File: src/jrb_pkg.sv
// ----------------------------------------------------------------------------
// jrb_pkg: shared types and constants of the retry backoff scheduler
// Word layouts, sizing constants, generator constants and sequencer states.
// ----------------------------------------------------------------------------
package jrb_pkg;

  // Sizing of the cap arithmetic and the retry counter.
  localparam int MAX_EXPONENT = 64;
  localparam int CAP_WIDTH    = 40;
  localparam int COUNT_WIDTH  = 16;

  // Cap in Q.8 form, the exact step sum, and the step counter.
  localparam int M_W   = CAP_WIDTH + 8;
  localparam int T_W   = CAP_WIDTH + 13;
  localparam int EXP_W = $clog2(MAX_EXPONENT + 1);
  // The clamped delay may be as wide as a floor or ceiling register.
  localparam int DLY_W = (CAP_WIDTH > 32) ? CAP_WIDTH : 32;

  // Field widths of the result word.
  localparam int ATTEMPT_W = 16;
  localparam int DELAY_W   = 40;

  localparam logic [63:0]          RNG_SEED  = 64'd88172645463393265;
  localparam logic [63:0]          RNG_MUL   = 64'd2685821657736338717;
  localparam logic [31:0]          NS_PER_MS = 32'd1000000;
  localparam logic [M_W-1:0]       CAP_INIT  = M_W'(100 << 8);
  localparam logic [M_W-1:0]       M_MAX     = {M_W{1'b1}};
  localparam logic [CAP_WIDTH-1:0] CAP_MAX   = {CAP_WIDTH{1'b1}};
  localparam logic [COUNT_WIDTH-1:0] COUNT_MAX = {COUNT_WIDTH{1'b1}};
  localparam logic [11:0]          FACTOR_DEFAULT = 12'd512;
  localparam logic [8:0]           RETRIES_UNLIMITED = 9'h1FF;

  // Configuration register map.
  localparam int ADDR_W = 5;
  localparam logic [2:0] REG_FACTOR  = 3'd0;
  localparam logic [2:0] REG_MIN     = 3'd1;
  localparam logic [2:0] REG_MAX     = 3'd2;
  localparam logic [2:0] REG_JITTER  = 3'd3;
  localparam logic [2:0] REG_RETRIES = 3'd4;

  // Remainder unit: one dividend bit per cycle.
  localparam int DIV_STEPS = 64;
  localparam int DCNT_W    = $clog2(DIV_STEPS + 1);

  typedef enum logic {
    KIND_START = 1'b0,
    KIND_RETRY = 1'b1
  } kind_t;

  typedef struct packed {
    kind_t       kind;
    logic [63:0] now_ns;
  } in_word_t;

  typedef struct packed {
    logic                 granted;
    logic [ATTEMPT_W-1:0] attempt_number;
    logic [DELAY_W-1:0]   backoff_ms;
    logic [63:0]          retry_at_ns;
  } out_word_t;

  typedef enum logic [3:0] {
    ST_IDLE,
    ST_CAP_LO,
    ST_CAP_HI,
    ST_CAP_ACC,
    ST_RNG0,
    ST_RNG1,
    ST_RNG2,
    ST_RNG3,
    ST_DIV,
    ST_NS0,
    ST_NS1,
    ST_NS2,
    ST_EMIT
  } state_t;

endpackage

File: src/jrb_mul.sv
// ----------------------------------------------------------------------------
// jrb_mul: shared 32x32 multiplier
// Unsigned product, registered; every 32x32 multiplication of the block uses it.
// ----------------------------------------------------------------------------
module jrb_mul (
  input  logic        clk,
  input  logic [31:0] mul_a,
  input  logic [31:0] mul_b,
  output logic [63:0] mul_prod
);

  logic [63:0] prod_r;

  always_ff @(posedge clk) begin
    prod_r <= 64'(mul_a) * 64'(mul_b);
  end

  assign mul_prod = prod_r;

endmodule

File: src/jrb_mod.sv
// ----------------------------------------------------------------------------
// jrb_mod: iterative remainder unit
// Restoring division of a 64-bit word, one dividend bit per cycle.
// ----------------------------------------------------------------------------
module jrb_mod (
  input  logic                 clk,
  input  logic                 rst_n,
  input  logic                 start,
  input  logic [63:0]          dividend,
  input  logic [jrb_pkg::CAP_WIDTH:0] divisor,
  output logic                 done,
  output logic [jrb_pkg::CAP_WIDTH:0] rem
);
  import jrb_pkg::*;

  logic                busy_r, busy_nxt;
  logic                done_r, done_nxt;
  logic [DCNT_W-1:0]   cnt_r, cnt_nxt;
  logic [63:0]         dvd_r, dvd_nxt;
  logic [CAP_WIDTH:0]  div_r, div_nxt;
  logic [CAP_WIDTH:0]  rem_r, rem_nxt;
  logic [CAP_WIDTH+1:0] shifted;

  always_comb begin
    busy_nxt = busy_r;
    done_nxt = 1'b0;
    cnt_nxt  = cnt_r;
    dvd_nxt  = dvd_r;
    div_nxt  = div_r;
    rem_nxt  = rem_r;
    shifted  = {rem_r, dvd_r[63]};
    if (start) begin
      busy_nxt = 1'b1;
      cnt_nxt  = DCNT_W'(DIV_STEPS);
      dvd_nxt  = dividend;
      div_nxt  = divisor;
      rem_nxt  = '0;
    end else if (busy_r) begin
      // The partial remainder stays below the divisor, so it fits again.
      if (shifted >= {1'b0, div_r}) begin
        rem_nxt = (CAP_WIDTH+1)'(shifted - {1'b0, div_r});
      end else begin
        rem_nxt = (CAP_WIDTH+1)'(shifted);
      end
      dvd_nxt = {dvd_r[62:0], 1'b0};
      cnt_nxt = cnt_r - 1'b1;
      if (cnt_r == DCNT_W'(1)) begin
        busy_nxt = 1'b0;
        done_nxt = 1'b1;
      end
    end
  end

  always_ff @(posedge clk) begin
    if (!rst_n) begin
      busy_r <= 1'b0;
      done_r <= 1'b0;
    end else begin
      busy_r <= busy_nxt;
      done_r <= done_nxt;
    end
  end

  always_ff @(posedge clk) begin
    cnt_r <= cnt_nxt;
    dvd_r <= dvd_nxt;
    div_r <= div_nxt;
    rem_r <= rem_nxt;
  end

  assign done = done_r;
  assign rem  = rem_r;

endmodule

File: src/jittered_retry_backoff.sv
// ----------------------------------------------------------------------------
// jittered_retry_backoff: retry scheduler with exponential backoff and jitter
// Sequencer, configuration registers and generator state around one shared
// multiplier and one iterative remainder unit.
// ----------------------------------------------------------------------------
// Usage: each input word carries a kind (start or retry) and the current time
// in nanoseconds; each one produces exactly one result word with the grant
// flag, the retry count, the chosen delay in ms and the retry time in ns.
// The block takes one word at a time: in_stall is high from acceptance until
// the result is placed in the output register. A start word or a refused
// retry goes straight from acceptance to the emit state, which loads the
// output register. A granted retry first runs s cap growth steps, where s is
// min(count, 64), or fewer when the cap saturates, each using the shared
// 32x32 multiplier; then the xorshift64* step and its 64-bit product, the wait
// on the 64-step bit-serial remainder unit, the forming of now + delay * 1e6
// and the load of the output register. While out_stall is high the result
// holds, and the next input word is already accepted meanwhile. A second
// finished result waits in the sequencer until the register frees. Reset
// (synchronous, active low) restores the register defaults, seeds the
// generator and clears the retry count. Registers are to be written over the
// APB port only while the block is idle; the block itself does not enforce this.
// ----------------------------------------------------------------------------
module jittered_retry_backoff (
  input  logic                     clk,
  input  logic                     rst_n,
  input  logic                     in_valid,
  output logic                     in_stall,
  input  jrb_pkg::in_word_t        in_word,
  output logic                     out_valid,
  input  logic                     out_stall,
  output jrb_pkg::out_word_t       out_word,
  input  logic                     psel,
  input  logic                     penable,
  input  logic                     pwrite,
  input  logic [jrb_pkg::ADDR_W-1:0] paddr,
  input  logic [31:0]              pwdata,
  output logic [31:0]              prdata,
  output logic                     pready
);
  import jrb_pkg::*;

  // One xorshift64 step of the generator word.
  function automatic logic [63:0] xorshift(input logic [63:0] x_in);
    logic [63:0] x;
    x = x_in;
    x = x ^ (x >> 12);
    x = x ^ (x << 25);
    x = x ^ (x >> 27);
    return x;
  endfunction

  state_t state_r, state_nxt;

  logic [11:0] factor_r;
  logic [31:0] min_r;
  logic [31:0] max_r;
  logic        full_r;
  logic [8:0]  retries_r;

  logic [63:0]            rng_r, rng_nxt;
  logic [COUNT_WIDTH-1:0] count_r, count_nxt;
  logic [63:0]            now_r, now_nxt;
  logic [M_W-1:0]         m_r, m_nxt;
  logic [EXP_W-1:0]       steps_r, steps_nxt;
  logic                   sat_r, sat_nxt;
  logic [63:0]            acc_r, acc_nxt;
  logic [DLY_W-1:0]       delay_r, delay_nxt;
  logic [63:0]            retry_at_r, retry_at_nxt;
  logic                   granted_r, granted_nxt;
  logic                   out_valid_r, out_valid_nxt;
  out_word_t              out_word_r, out_word_nxt;

  logic [31:0]          mul_a, mul_b;
  logic [63:0]          mul_prod;
  logic                 div_start;
  logic [63:0]          div_dividend;
  logic [CAP_WIDTH:0]   div_divisor;
  logic                 div_done;
  logic [CAP_WIDTH:0]   div_rem;

  logic                   cfg_write;
  logic                   in_accept;
  logic                   retry_ok;
  logic [COUNT_WIDTH-1:0] count_inc;
  logic [11:0]            f_eff;
  logic [CAP_WIDTH-1:0]   hi;
  logic [63:0]            hi_ext;
  logic [19:0]            lo_prod;
  logic [T_W-1:0]         step_sum;
  logic [CAP_WIDTH-1:0]   cap;
  logic [CAP_WIDTH-1:0]   half;
  logic [63:0]            xs;
  logic [CAP_WIDTH:0]     base;
  logic [DLY_W-1:0]       clamped;
  logic [63:0]            delay_ext;

  jrb_mul u_mul (
    .clk      (clk),
    .mul_a    (mul_a),
    .mul_b    (mul_b),
    .mul_prod (mul_prod)
  );

  jrb_mod u_mod (
    .clk      (clk),
    .rst_n    (rst_n),
    .start    (div_start),
    .dividend (div_dividend),
    .divisor  (div_divisor),
    .done     (div_done),
    .rem      (div_rem)
  );

  // --------------------------------------------------------------------------
  // Configuration port
  // --------------------------------------------------------------------------
  assign pready    = 1'b1;
  assign cfg_write = psel && penable && pwrite;

  always_ff @(posedge clk) begin
    if (!rst_n) begin
      factor_r  <= FACTOR_DEFAULT;
      min_r     <= '0;
      max_r     <= '0;
      full_r    <= 1'b1;
      retries_r <= '0;
    end else if (cfg_write) begin
      // Writes to addresses past the last register are dropped.
      unique case (paddr[ADDR_W-1:2])
        REG_FACTOR:  factor_r  <= pwdata[11:0];
        REG_MIN:     min_r     <= pwdata;
        REG_MAX:     max_r     <= pwdata;
        REG_JITTER:  full_r    <= pwdata[0];
        REG_RETRIES: retries_r <= pwdata[8:0];
        default: ;
      endcase
    end
  end

  always_comb begin
    unique case (paddr[ADDR_W-1:2])
      REG_FACTOR:  prdata = 32'(factor_r);
      REG_MIN:     prdata = min_r;
      REG_MAX:     prdata = max_r;
      REG_JITTER:  prdata = 32'(full_r);
      REG_RETRIES: prdata = 32'(retries_r);
      default:     prdata = '0;
    endcase
  end

  // --------------------------------------------------------------------------
  // Datapath terms shared by the sequencer states
  // --------------------------------------------------------------------------
  assign in_stall  = (state_r != ST_IDLE);
  assign in_accept = in_valid && !in_stall;

  // A limit of -1 is unlimited, any other negative limit refuses everything.
  always_comb begin
    if (retries_r == RETRIES_UNLIMITED) begin
      retry_ok = 1'b1;
    end else if (retries_r[8]) begin
      retry_ok = 1'b0;
    end else begin
      retry_ok = (count_r < COUNT_WIDTH'(retries_r[7:0]));
    end
  end

  assign count_inc = (count_r == COUNT_MAX) ? count_r : count_r + 1'b1;

  // The cap grows as m = floor(m * f / 256), split into the integer part times
  // f (two passes of the multiplier) plus the fraction times f.
  assign f_eff    = (factor_r == 12'd0) ? FACTOR_DEFAULT : factor_r;
  assign hi       = m_r[M_W-1:8];
  assign hi_ext   = 64'(hi);
  assign lo_prod  = 20'(m_r[7:0]) * 20'(f_eff);
  assign step_sum = T_W'(acc_r) + (T_W'(mul_prod) << 32) + T_W'(lo_prod[19:8]);

  assign cap  = sat_r ? CAP_MAX : m_r[M_W-1:8];
  assign half = cap >> 1;

  assign xs = xorshift(rng_r);

  // Low 64 bits of the generator product, finished as the third partial
  // product comes out of the multiplier.
  assign div_dividend = {acc_r[63:32] + mul_prod[31:0], acc_r[31:0]};
  assign div_divisor  = full_r ? ({1'b0, cap} + 1'b1) : ({1'b0, half} + 1'b1);

  // Half jitter starts the draw at half the cap; either way base <= cap.
  assign base = full_r ? div_rem : ({1'b0, half} + div_rem);

  // The floor is applied first, so a ceiling below it wins.
  always_comb begin
    clamped = DLY_W'(base[CAP_WIDTH-1:0]);
    if ((min_r != 32'd0) && (64'(clamped) < 64'(min_r))) begin
      clamped = DLY_W'(min_r);
    end
    if ((max_r != 32'd0) && (64'(clamped) > 64'(max_r))) begin
      clamped = DLY_W'(max_r);
    end
  end

  assign delay_ext = 64'(delay_r);

  // --------------------------------------------------------------------------
  // Sequencer
  // --------------------------------------------------------------------------
  always_comb begin
    state_nxt     = state_r;
    rng_nxt       = rng_r;
    count_nxt     = count_r;
    now_nxt       = now_r;
    m_nxt         = m_r;
    steps_nxt     = steps_r;
    sat_nxt       = sat_r;
    acc_nxt       = acc_r;
    delay_nxt     = delay_r;
    retry_at_nxt  = retry_at_r;
    granted_nxt   = granted_r;
    out_word_nxt  = out_word_r;
    out_valid_nxt = out_valid_r && out_stall;
    mul_a         = '0;
    mul_b         = '0;
    div_start     = 1'b0;

    unique case (state_r)
      ST_IDLE: begin
        if (in_accept) begin
          now_nxt      = in_word.now_ns;
          retry_at_nxt = in_word.now_ns;
          granted_nxt  = 1'b0;
          delay_nxt    = '0;
          if (in_word.kind == KIND_START) begin
            count_nxt = '0;
            state_nxt = ST_EMIT;
          end else if (retry_ok) begin
            count_nxt   = count_inc;
            granted_nxt = 1'b1;
            m_nxt       = CAP_INIT;
            sat_nxt     = 1'b0;
            if (32'(count_inc) > 32'(MAX_EXPONENT)) begin
              steps_nxt = EXP_W'(MAX_EXPONENT);
            end else begin
              steps_nxt = EXP_W'(count_inc);
            end
            state_nxt = ST_CAP_LO;
          end else begin
            state_nxt = ST_EMIT;
          end
        end
      end

      ST_CAP_LO: begin
        mul_a     = hi_ext[31:0];
        mul_b     = 32'(f_eff);
        state_nxt = ST_CAP_HI;
      end

      ST_CAP_HI: begin
        mul_a     = hi_ext[63:32];
        mul_b     = 32'(f_eff);
        acc_nxt   = mul_prod;
        state_nxt = ST_CAP_ACC;
      end

      ST_CAP_ACC: begin
        steps_nxt = steps_r - 1'b1;
        // Past the Q.8 limit the cap saturates and later steps are skipped.
        if (step_sum > T_W'(M_MAX)) begin
          sat_nxt   = 1'b1;
          state_nxt = ST_RNG0;
        end else begin
          m_nxt = step_sum[M_W-1:0];
          if (steps_r == EXP_W'(1)) begin
            state_nxt = ST_RNG0;
          end else begin
            state_nxt = ST_CAP_LO;
          end
        end
      end

      ST_RNG0: begin
        rng_nxt   = xs;
        mul_a     = xs[31:0];
        mul_b     = RNG_MUL[31:0];
        state_nxt = ST_RNG1;
      end

      ST_RNG1: begin
        mul_a     = rng_r[31:0];
        mul_b     = RNG_MUL[63:32];
        acc_nxt   = mul_prod;
        state_nxt = ST_RNG2;
      end

      ST_RNG2: begin
        mul_a     = rng_r[63:32];
        mul_b     = RNG_MUL[31:0];
        acc_nxt   = {acc_r[63:32] + mul_prod[31:0], acc_r[31:0]};
        state_nxt = ST_RNG3;
      end

      ST_RNG3: begin
        div_start = 1'b1;
        state_nxt = ST_DIV;
      end

      ST_DIV: begin
        if (div_done) begin
          delay_nxt = clamped;
          state_nxt = ST_NS0;
        end
      end

      ST_NS0: begin
        mul_a     = delay_ext[31:0];
        mul_b     = NS_PER_MS;
        state_nxt = ST_NS1;
      end

      ST_NS1: begin
        mul_a     = delay_ext[63:32];
        mul_b     = NS_PER_MS;
        acc_nxt   = mul_prod;
        state_nxt = ST_NS2;
      end

      ST_NS2: begin
        retry_at_nxt = now_r + {acc_r[63:32] + mul_prod[31:0], acc_r[31:0]};
        state_nxt    = ST_EMIT;
      end

      ST_EMIT: begin
        if (!out_valid_r || !out_stall) begin
          out_word_nxt.granted        = granted_r;
          out_word_nxt.attempt_number = ATTEMPT_W'(count_r);
          out_word_nxt.backoff_ms     = DELAY_W'(delay_r);
          out_word_nxt.retry_at_ns    = retry_at_r;
          out_valid_nxt               = 1'b1;
          state_nxt                   = ST_IDLE;
        end
      end

      default: begin
        state_nxt = ST_IDLE;
      end
    endcase
  end

  always_ff @(posedge clk) begin
    if (!rst_n) begin
      state_r     <= ST_IDLE;
      rng_r       <= RNG_SEED;
      count_r     <= '0;
      out_valid_r <= 1'b0;
    end else begin
      state_r     <= state_nxt;
      rng_r       <= rng_nxt;
      count_r     <= count_nxt;
      out_valid_r <= out_valid_nxt;
    end
  end

  always_ff @(posedge clk) begin
    now_r      <= now_nxt;
    m_r        <= m_nxt;
    steps_r    <= steps_nxt;
    sat_r      <= sat_nxt;
    acc_r      <= acc_nxt;
    delay_r    <= delay_nxt;
    retry_at_r <= retry_at_nxt;
    granted_r  <= granted_nxt;
    out_word_r <= out_word_nxt;
  end

  assign out_valid = out_valid_r;
  assign out_word  = out_word_r;

endmodule

File: config.mk
export PLATFORM = sky130hd
export DESIGN_NAME = jittered_retry_backoff
export DESIGN_NICKNAME = d
export VERILOG_FILES = /design/src/jrb_pkg.sv /design/src/jrb_mul.sv /design/src/jrb_mod.sv /design/src/jittered_retry_backoff.sv
export SDC_FILE = /design/constraint.sdc
export NUM_CORES = 2
export LEC_CHECK = 0
export BUFFER_PORTS_ARGS = -buffer_cell sky130_fd_sc_hd__buf_2
export CAP_MARGIN = 20
export CORE_ASPECT_RATIO = 0.8
export CORE_UTILIZATION = 45
export CTS_BUF_LIST = sky130_fd_sc_hd__clkbuf_4 sky130_fd_sc_hd__clkbuf_8 sky130_fd_sc_hd__clkbuf_16
export DETAILED_ROUTE_END_ITERATION = 10
export GPL_TIMING_DRIVEN = 0
export PLACE_DENSITY = 0.71
export SYNTH_ARGS = -nofsm -noshare
export SYNTH_HDL_FRONTEND = slang
export SYNTH_SLANG_ARGS = --single-unit
File: constraint.sdc
create_clock -name clk -period 10.7 [get_ports clk]
set_input_delay 1.07 -clock clk [delete_from_list [all_inputs] [get_ports clk]]
set_output_delay 1.07 -clock clk [all_outputs]
set_load 0.03 [all_outputs]
Yosys cells after proc, flatten, opt, wreduce, memory -nomap -nowiden --
Cells that the tools add are included.
Storage, ports and cells: input port bits 109, output and inout port bits 156, logic and storage cells 177, register bits after elaboration 800
Operators by class: reductions and logical operators 41, equality and inequality tests 28, $mul 2, bitwise operators 6, mux-type cells 54, magnitude comparators 6, $add $sub $neg 11
Operators with widths (number):
- 64-bit case mux with 2 select lines | 2
- 40-bit two-way mux | 6
- 32-bit case mux with 7 select lines | 1
- 48-bit two-way mux | 4
- 64-bit two-way mux | 3
- 32-bit case mux with 5 select lines | 1
- 31-bit case mux with 4 select lines | 1
- 48-bit case mux with 2 select lines | 1
- 41-bit two-way mux | 2
- 40-bit case mux with 2 select lines | 1
- 64-bit adder | 1
- 32-bit nonzero test | 2
- 64-bit by 37-bit XOR with 64-bit output | 1
- 64-bit by 52-bit XOR with 64-bit output | 1
- 64-bit XOR | 1
- 32-bit by 31-bit multiplier with 63-bit output | 1
- 53-bit by 12-bit adder with 53-bit output | 1
- 53-bit adder | 1
- 53-bit by 48-bit > comparator with 1-bit output, second input constant | 1
- 4-bit case mux with 13 select lines | 1
- 16-bit two-way mux | 3
- 42-bit by 41-bit >= comparator with 1-bit output | 1
- 40-bit by 1-bit adder with 41-bit output, second input constant | 1
- 41-bit subtractor | 1
- other kinds (44) | 109

Logic depth before layout (Yosys ltp) --
depth after elaboration 11, gate-level depth with buffers 43, mapped depth without buffers 37

Hierarchy --
A second synthesis with hierarchy kept.
Second synthesis, totals: cell total of the unflattened synthesis 9072, area total of the unflattened synthesis 83772.8 um2
Modules (own cells, without submodules):
- jittered_retry_backoff | seq. area each 15735.1 um2, cells an instance 4457, area an instance 40433.8 um2, instances 1
- jrb_mul | seq. area each 1281.2 um2, cells an instance 3797, area an instance 34778.4 um2, instances 1
- jrb_mod | seq. area each 4154.0 um2, cells an instance 818, area an instance 8560.7 um2, instances 1

Worst setup path after synthesis --
OpenSTA, ideal clock, no wires.
path kind flip-flop to flip-flop, start point reg factor_r[7], end point reg m_r[0] (enable), data required time 10.180 ns, setup time 0.520 ns, slack 0.216 ns, period minus slack after synthesis 10.484 ns, stages on the path, launching flop included 27, arrival 9.964 ns, path through dfxtp_1 > nor4_1 > a31o_2 > and2_1 > fa_1 > fa_1 > fa_1 > inv_1 > fa_1 > inv_1 > ha_1 > or3_1 > o211ai_1 > nand3_1 > o41ai_1 > o21ba_2 > xnor2_1 > ha_1 > nand2_1 > nor4_1 > o311ai_1 > a211o_1 > o21ai_0 > xor2_1 > nor4_1 > nand2_1 > o21ai_0
Between the ends: longest elaborated chain between the ends 7
RTL lines:
- from (decl) | line jittered_retry_backoff.sv:54 | logic [11:0] factor_r;
- from (signal assigned) | line jittered_retry_backoff.sv:130 | REG_FACTOR: factor_r <= pwdata[11:0];
- 12-bit zero test | line jittered_retry_backoff.sv:172 | assign f_eff = (factor_r == 12'd0) ? FACTOR_DEFAULT : factor_r;
- 12-bit two-way mux * | line jittered_retry_backoff.sv:172
- 8-bit by 12-bit multiplier with 20-bit output * | line jittered_retry_backoff.sv:175 | assign lo_prod = 20'(m_r[7:0]) * 20'(f_eff);
- 53-bit by 12-bit adder with 53-bit output * | line jittered_retry_backoff.sv:176 | assign step_sum = T_W'(acc_r) + (T_W'(mul_prod) << 32) + T_W'(lo_prod[19:8]);
- 53-bit by 48-bit > comparator with 1-bit output * | line jittered_retry_backoff.sv:268 | if (step_sum > T_W'(M_MAX)) begin
- 2-bit inequality test (no line) *
- 5-bit AND reduction (no line) *
- to (signal assigned) | line jittered_retry_backoff.sv:365 | m_r <= m_nxt;
- to (decl) | line jittered_retry_backoff.sv:63 | logic [M_W-1:0] m_r, m_nxt;
Every way passes the cells marked *; elsewhere a longest branch is shown, timed or not. A chain may end at the register's enable or synchronous reset.

Worst setup path after layout --
start point reg state_r[1], end point reg u_mul.prod_r[62], in the netlist u_mul.mul_prod[62]
Between the ends: longest elaborated chain between the ends 4, elaborated cells between the ends (all ways) 13, classes of those cells 1 x mul; 7 x eq/ne; 2 x mux; 3 x reduce/logical
RTL lines:
- from (decl) | line jittered_retry_backoff.sv:52 | state_t state_r, state_nxt;
- from (signal assigned) | line jittered_retry_backoff.sv:356 | state_r <= state_nxt;
- 4-bit equality test (tied with other cells) | line jittered_retry_backoff.sv:225 | unique case (state_r)
- 2-bit OR reduction (no line)
- 31-bit case mux with 4 select lines | line jittered_retry_backoff.sv:225
- 32-bit by 31-bit multiplier with 63-bit output * | line jrb_mul.sv:15 | prod_r <= 64'(mul_a) * 64'(mul_b);
- to (signal assigned) | line jrb_mul.sv:15
- to (decl) | line jrb_mul.sv:12 | logic [63:0] prod_r;
Marked as above.

==> results.toml <==
[setup_path]
endpoint_kind = "register"
crit_fanout = 10
cp-endpoint = "u_mul.mul_prod[62]"
cp_slowest_cell = "fa_1"
cp-start-kind = "register"
ff2ff_setup_slack_ns = 0.16
worstReg2RegEnd = "u_mul.mul_prod[62]"
r2r_start = "state_r[1]"
crit_path_frequent_cell = "fa_1"
cp.arrival_ns = 11.09
worstSetupPathType = "reg -> reg"
startpoint = "state_r[1]"
slowest_delay_ns = 0.57
reg2reg_depth = 33
required_ns = 11.26

[clock_tree]
clkLatencyLatePin_ns = 0.74
clock_sinks = 799
clk_path_buf_depth = 3
cts_htree_levels = 3
cts_tree = "yes"
clockRootBuffer = "clkbuf_16"
path_clk_slew_ns = 0.07
cts_buffers = 88

[grt]
first_global_vias = 64190
met3_usage_pct = 11.92
grt_max_degree = 66
track_usage_pct = 34.48
busiest_layer = "met1"
grt.overflow.total = 0
grt_pass1_wl_mm = 442.8
use_met1_pct = 48.89
use_met2_pct = 47.69
antenna_found_initial = 5

[synthesis]
synth-xor-area-share_pct = 5.312
ys_seq_elements = 799
synthMuxAreaShare_pct = 1.606
async_flop_share_pct = 0
ys_types = 97
synth_flop_cell = "edfxtp_1"
yosys_warnings = 0
synth_fa_ha_area_share_pct = 31.43
synth_top_family_by_area = "adder cells"
avgSynthCellArea_um2 = 9.223
synth_compound_area_share_pct = 12.80
seq_area_frac_synth_pct = 26.86
synth_edf_count = 515
syn_area_um2 = 78750
yosys.area_share.simple_pct = 14.12
synthCells = 8538
synth_nets = 10130

[die]
ios = 265
rows = 136
dieArea_um2 = 176700
die_w_um = 469.7
start_util_pct = 45.59
coreArea_um2 = 172700
die_h_um = 376.2

[drt]
first_pass_iters = 7
num_vias = 66320
vias_per_cell = 5.866
drt-wirelength-per-cell_um = 27.08
drt_iter0_markers = 7722
drc = 0
wirelength_mm = 306.2
final_antenna_net_count = 0

[finish]
final_nets = 10540
area.growth.synth_to_final_pct = 10.66
drive_gt1_share_pct = 8.509
fin_cells = 11310

[timing]
final.setup.tns_ns = 0
finalClockSkew_ns = 0.05790
period_minus_slack_ns = 10.54
final-setup-viol-count = 0
finalMaxSlewViolations = 0
fin_crit_sh_pct = 98.47
hold_viol_final = 0
max_freq_mhz = 94.91
setup_slack_ns = 0.1641
tightest_slew_ns = 1.178
slew_headroom_pct = 21.46

[place]
numPortBuffers = 259
pre_cts_slack_ns = -2.077
globalplace.congestion = 1.090
dp_hpwl_mm = 256.8
dp_cells = 11100

[flow_run]
cap_violations = 0

[outcome]
outcome = "finished, final reports clean"

[min_path]
hold_path_class = "reg -> reg"
holdCritStartpoint = "retry_at_r[51]"
layout make-up:
class | count | area (µm²)
fillers | 16080 | 85570
multi-input cells | 6108 | 51810
flip-flops and latches | 799 | 21150
inverters | 1258 | 4747
well taps | 2277 | 2849
clock buffers | 111 | 2400
repair buffers | 340 | 2092
plain buffers | 357 | 1504
clock inverters | 53 | 579.3
diodes | 4 | 10.01
placed cells by master (no fill, tap or decap), drive strengths merged, types with 67 or more instances in the layout:
cell,instances
xnor2,308
fa,834
nand4,67
xor2,167
buf,365
nand3,144
or3,67
o21ai,434
nor2,416
clkbuf,442
a21oi,488
edfxtp,515
nand2,1210
nor3,91
dfxtp,284
inv,1263
a21o,152
mux2i,72
and2,202
ha,644
synth_stat cells, types with 12 or more instances:
cell       number  area share, %
a21o_1        152            1.4
xnor2_1       308            3.4
fa_1          834             21
mux2_4         28           0.53
nand3_1       144           0.92
a22o_1         26           0.29
o22ai_1        20           0.16
a221oi_1       15           0.17
a211o_1        12           0.13
or2_2          21           0.17
edfxtp_1      515             20
nor2_1        416            2.0
and2_1        199            1.6
o21bai_1       33           0.31
mux2i_1        72           0.92
and3_1         51           0.41
a22oi_1        28           0.27
a41oi_1        13           0.14
nor4_1         48           0.38
a21boi_0       14           0.13
a211oi_1       53           0.51
dfxtp_1       284            7.2
or3_1          67           0.53
o21ai_1        15          0.095
ha_1          644             10
nor3_1         91           0.58
nand2b_1       52           0.41
xor2_1        167            1.9
o21a_1         41           0.39
o31ai_1        22           0.21
o21ai_0       419            2.7
o2bb2ai_2      28           0.53
clkbuf_1      347            1.7
inv_1        1256            6.0
nand4_1        67           0.53
a21oi_1       484            3.1
nand2_1      1210            5.8
a31oi_1        51           0.41
o211ai_1       45           0.43
nor2b_1        37           0.29
worst min path at each step:
stage	cells after the start	end	slack, ns
final	0	out_word[51]	0.42
after global routing	0	out_word[28]	0.42
after CTS	0	out_word[27]	0.42
after global placement	0	out_word[48]	0.41
after floorplan	0	out_word[0]	0.40
after detailed placement	0	out_word[27]	0.40
worst max-delay path: cells and delay by family, from the launching register on:
kind	cells	cell delay, ns
AO/OA/AOI/OAI	10	2.21
XOR/XNOR	1	0.49
adder cells (fa/ha/maj)	9	4.61
buffers and inverters	7	1.28
flip-flops	1	0.48
AND/OR/NAND/NOR	6	1.30
per-layer routing:
metal / routed length, µm / vias to the layer above / share of wire [%]
met1: 130400 / 32790 / 43
li1: - / 29180 / -
met3: 39360 / 579 / 13
met2: 121700 / 3767 / 40
met4: 14640 / 2 / 4.8
met5: 13 / - / 0.0042
logic make-up after synthesis:
logic type	count (synthesis)
XOR/XNOR	476
flip-flops	799
adder cells (fa/ha/maj)	1478
AND/OR/NAND/NOR	2458
multiplexers	111
buffers and inverters	1631
AO/OA/AOI/OAI	1584
other	1
sequential cells by signal (all words and copies together), names as in the netlist, 4 cells and up:
signal          count
delay_r            40
m_r                48
acc_r              64
u_mod.dvd_r        64
count_r            16
u_mul.mul_prod     63
u_mod.div_r        41
state_r             4
retry_at_r         64
rng_r              64
factor_r           12
now_r              64
out_word          121
min_r              32
steps_r             7
max_r              32
retries_r           9
u_mod.cnt_r         7
u_mod.rem          41
through the flow:
stage	util [%]	cell area (µm²)	hold slack, ns
2_1_floorplan	-	78750	0.4003
3_5_place_dp	48.23	83300	0.4045
5_1_grt	50.45	87140	0.4234
3_3_place_gp	47.99	82890	0.4057
6_report	50.46	87150	0.4153
4_1_cts	50.25	86790	0.4152
what timing repair did:
action                                  in CTS  in global routing
gates resized for setup                     99                 75
hold buffers                                 0                  0
buffers inserted                            34                 16
pin swaps                                   22                 10
endpoints found under the setup margin      80                 56
endpoints found under the hold margin        0                  0
Power is left out: the tool's default activity adds up to more than one toggle a clock period on the data nets, which glitch-free logic cannot reach.
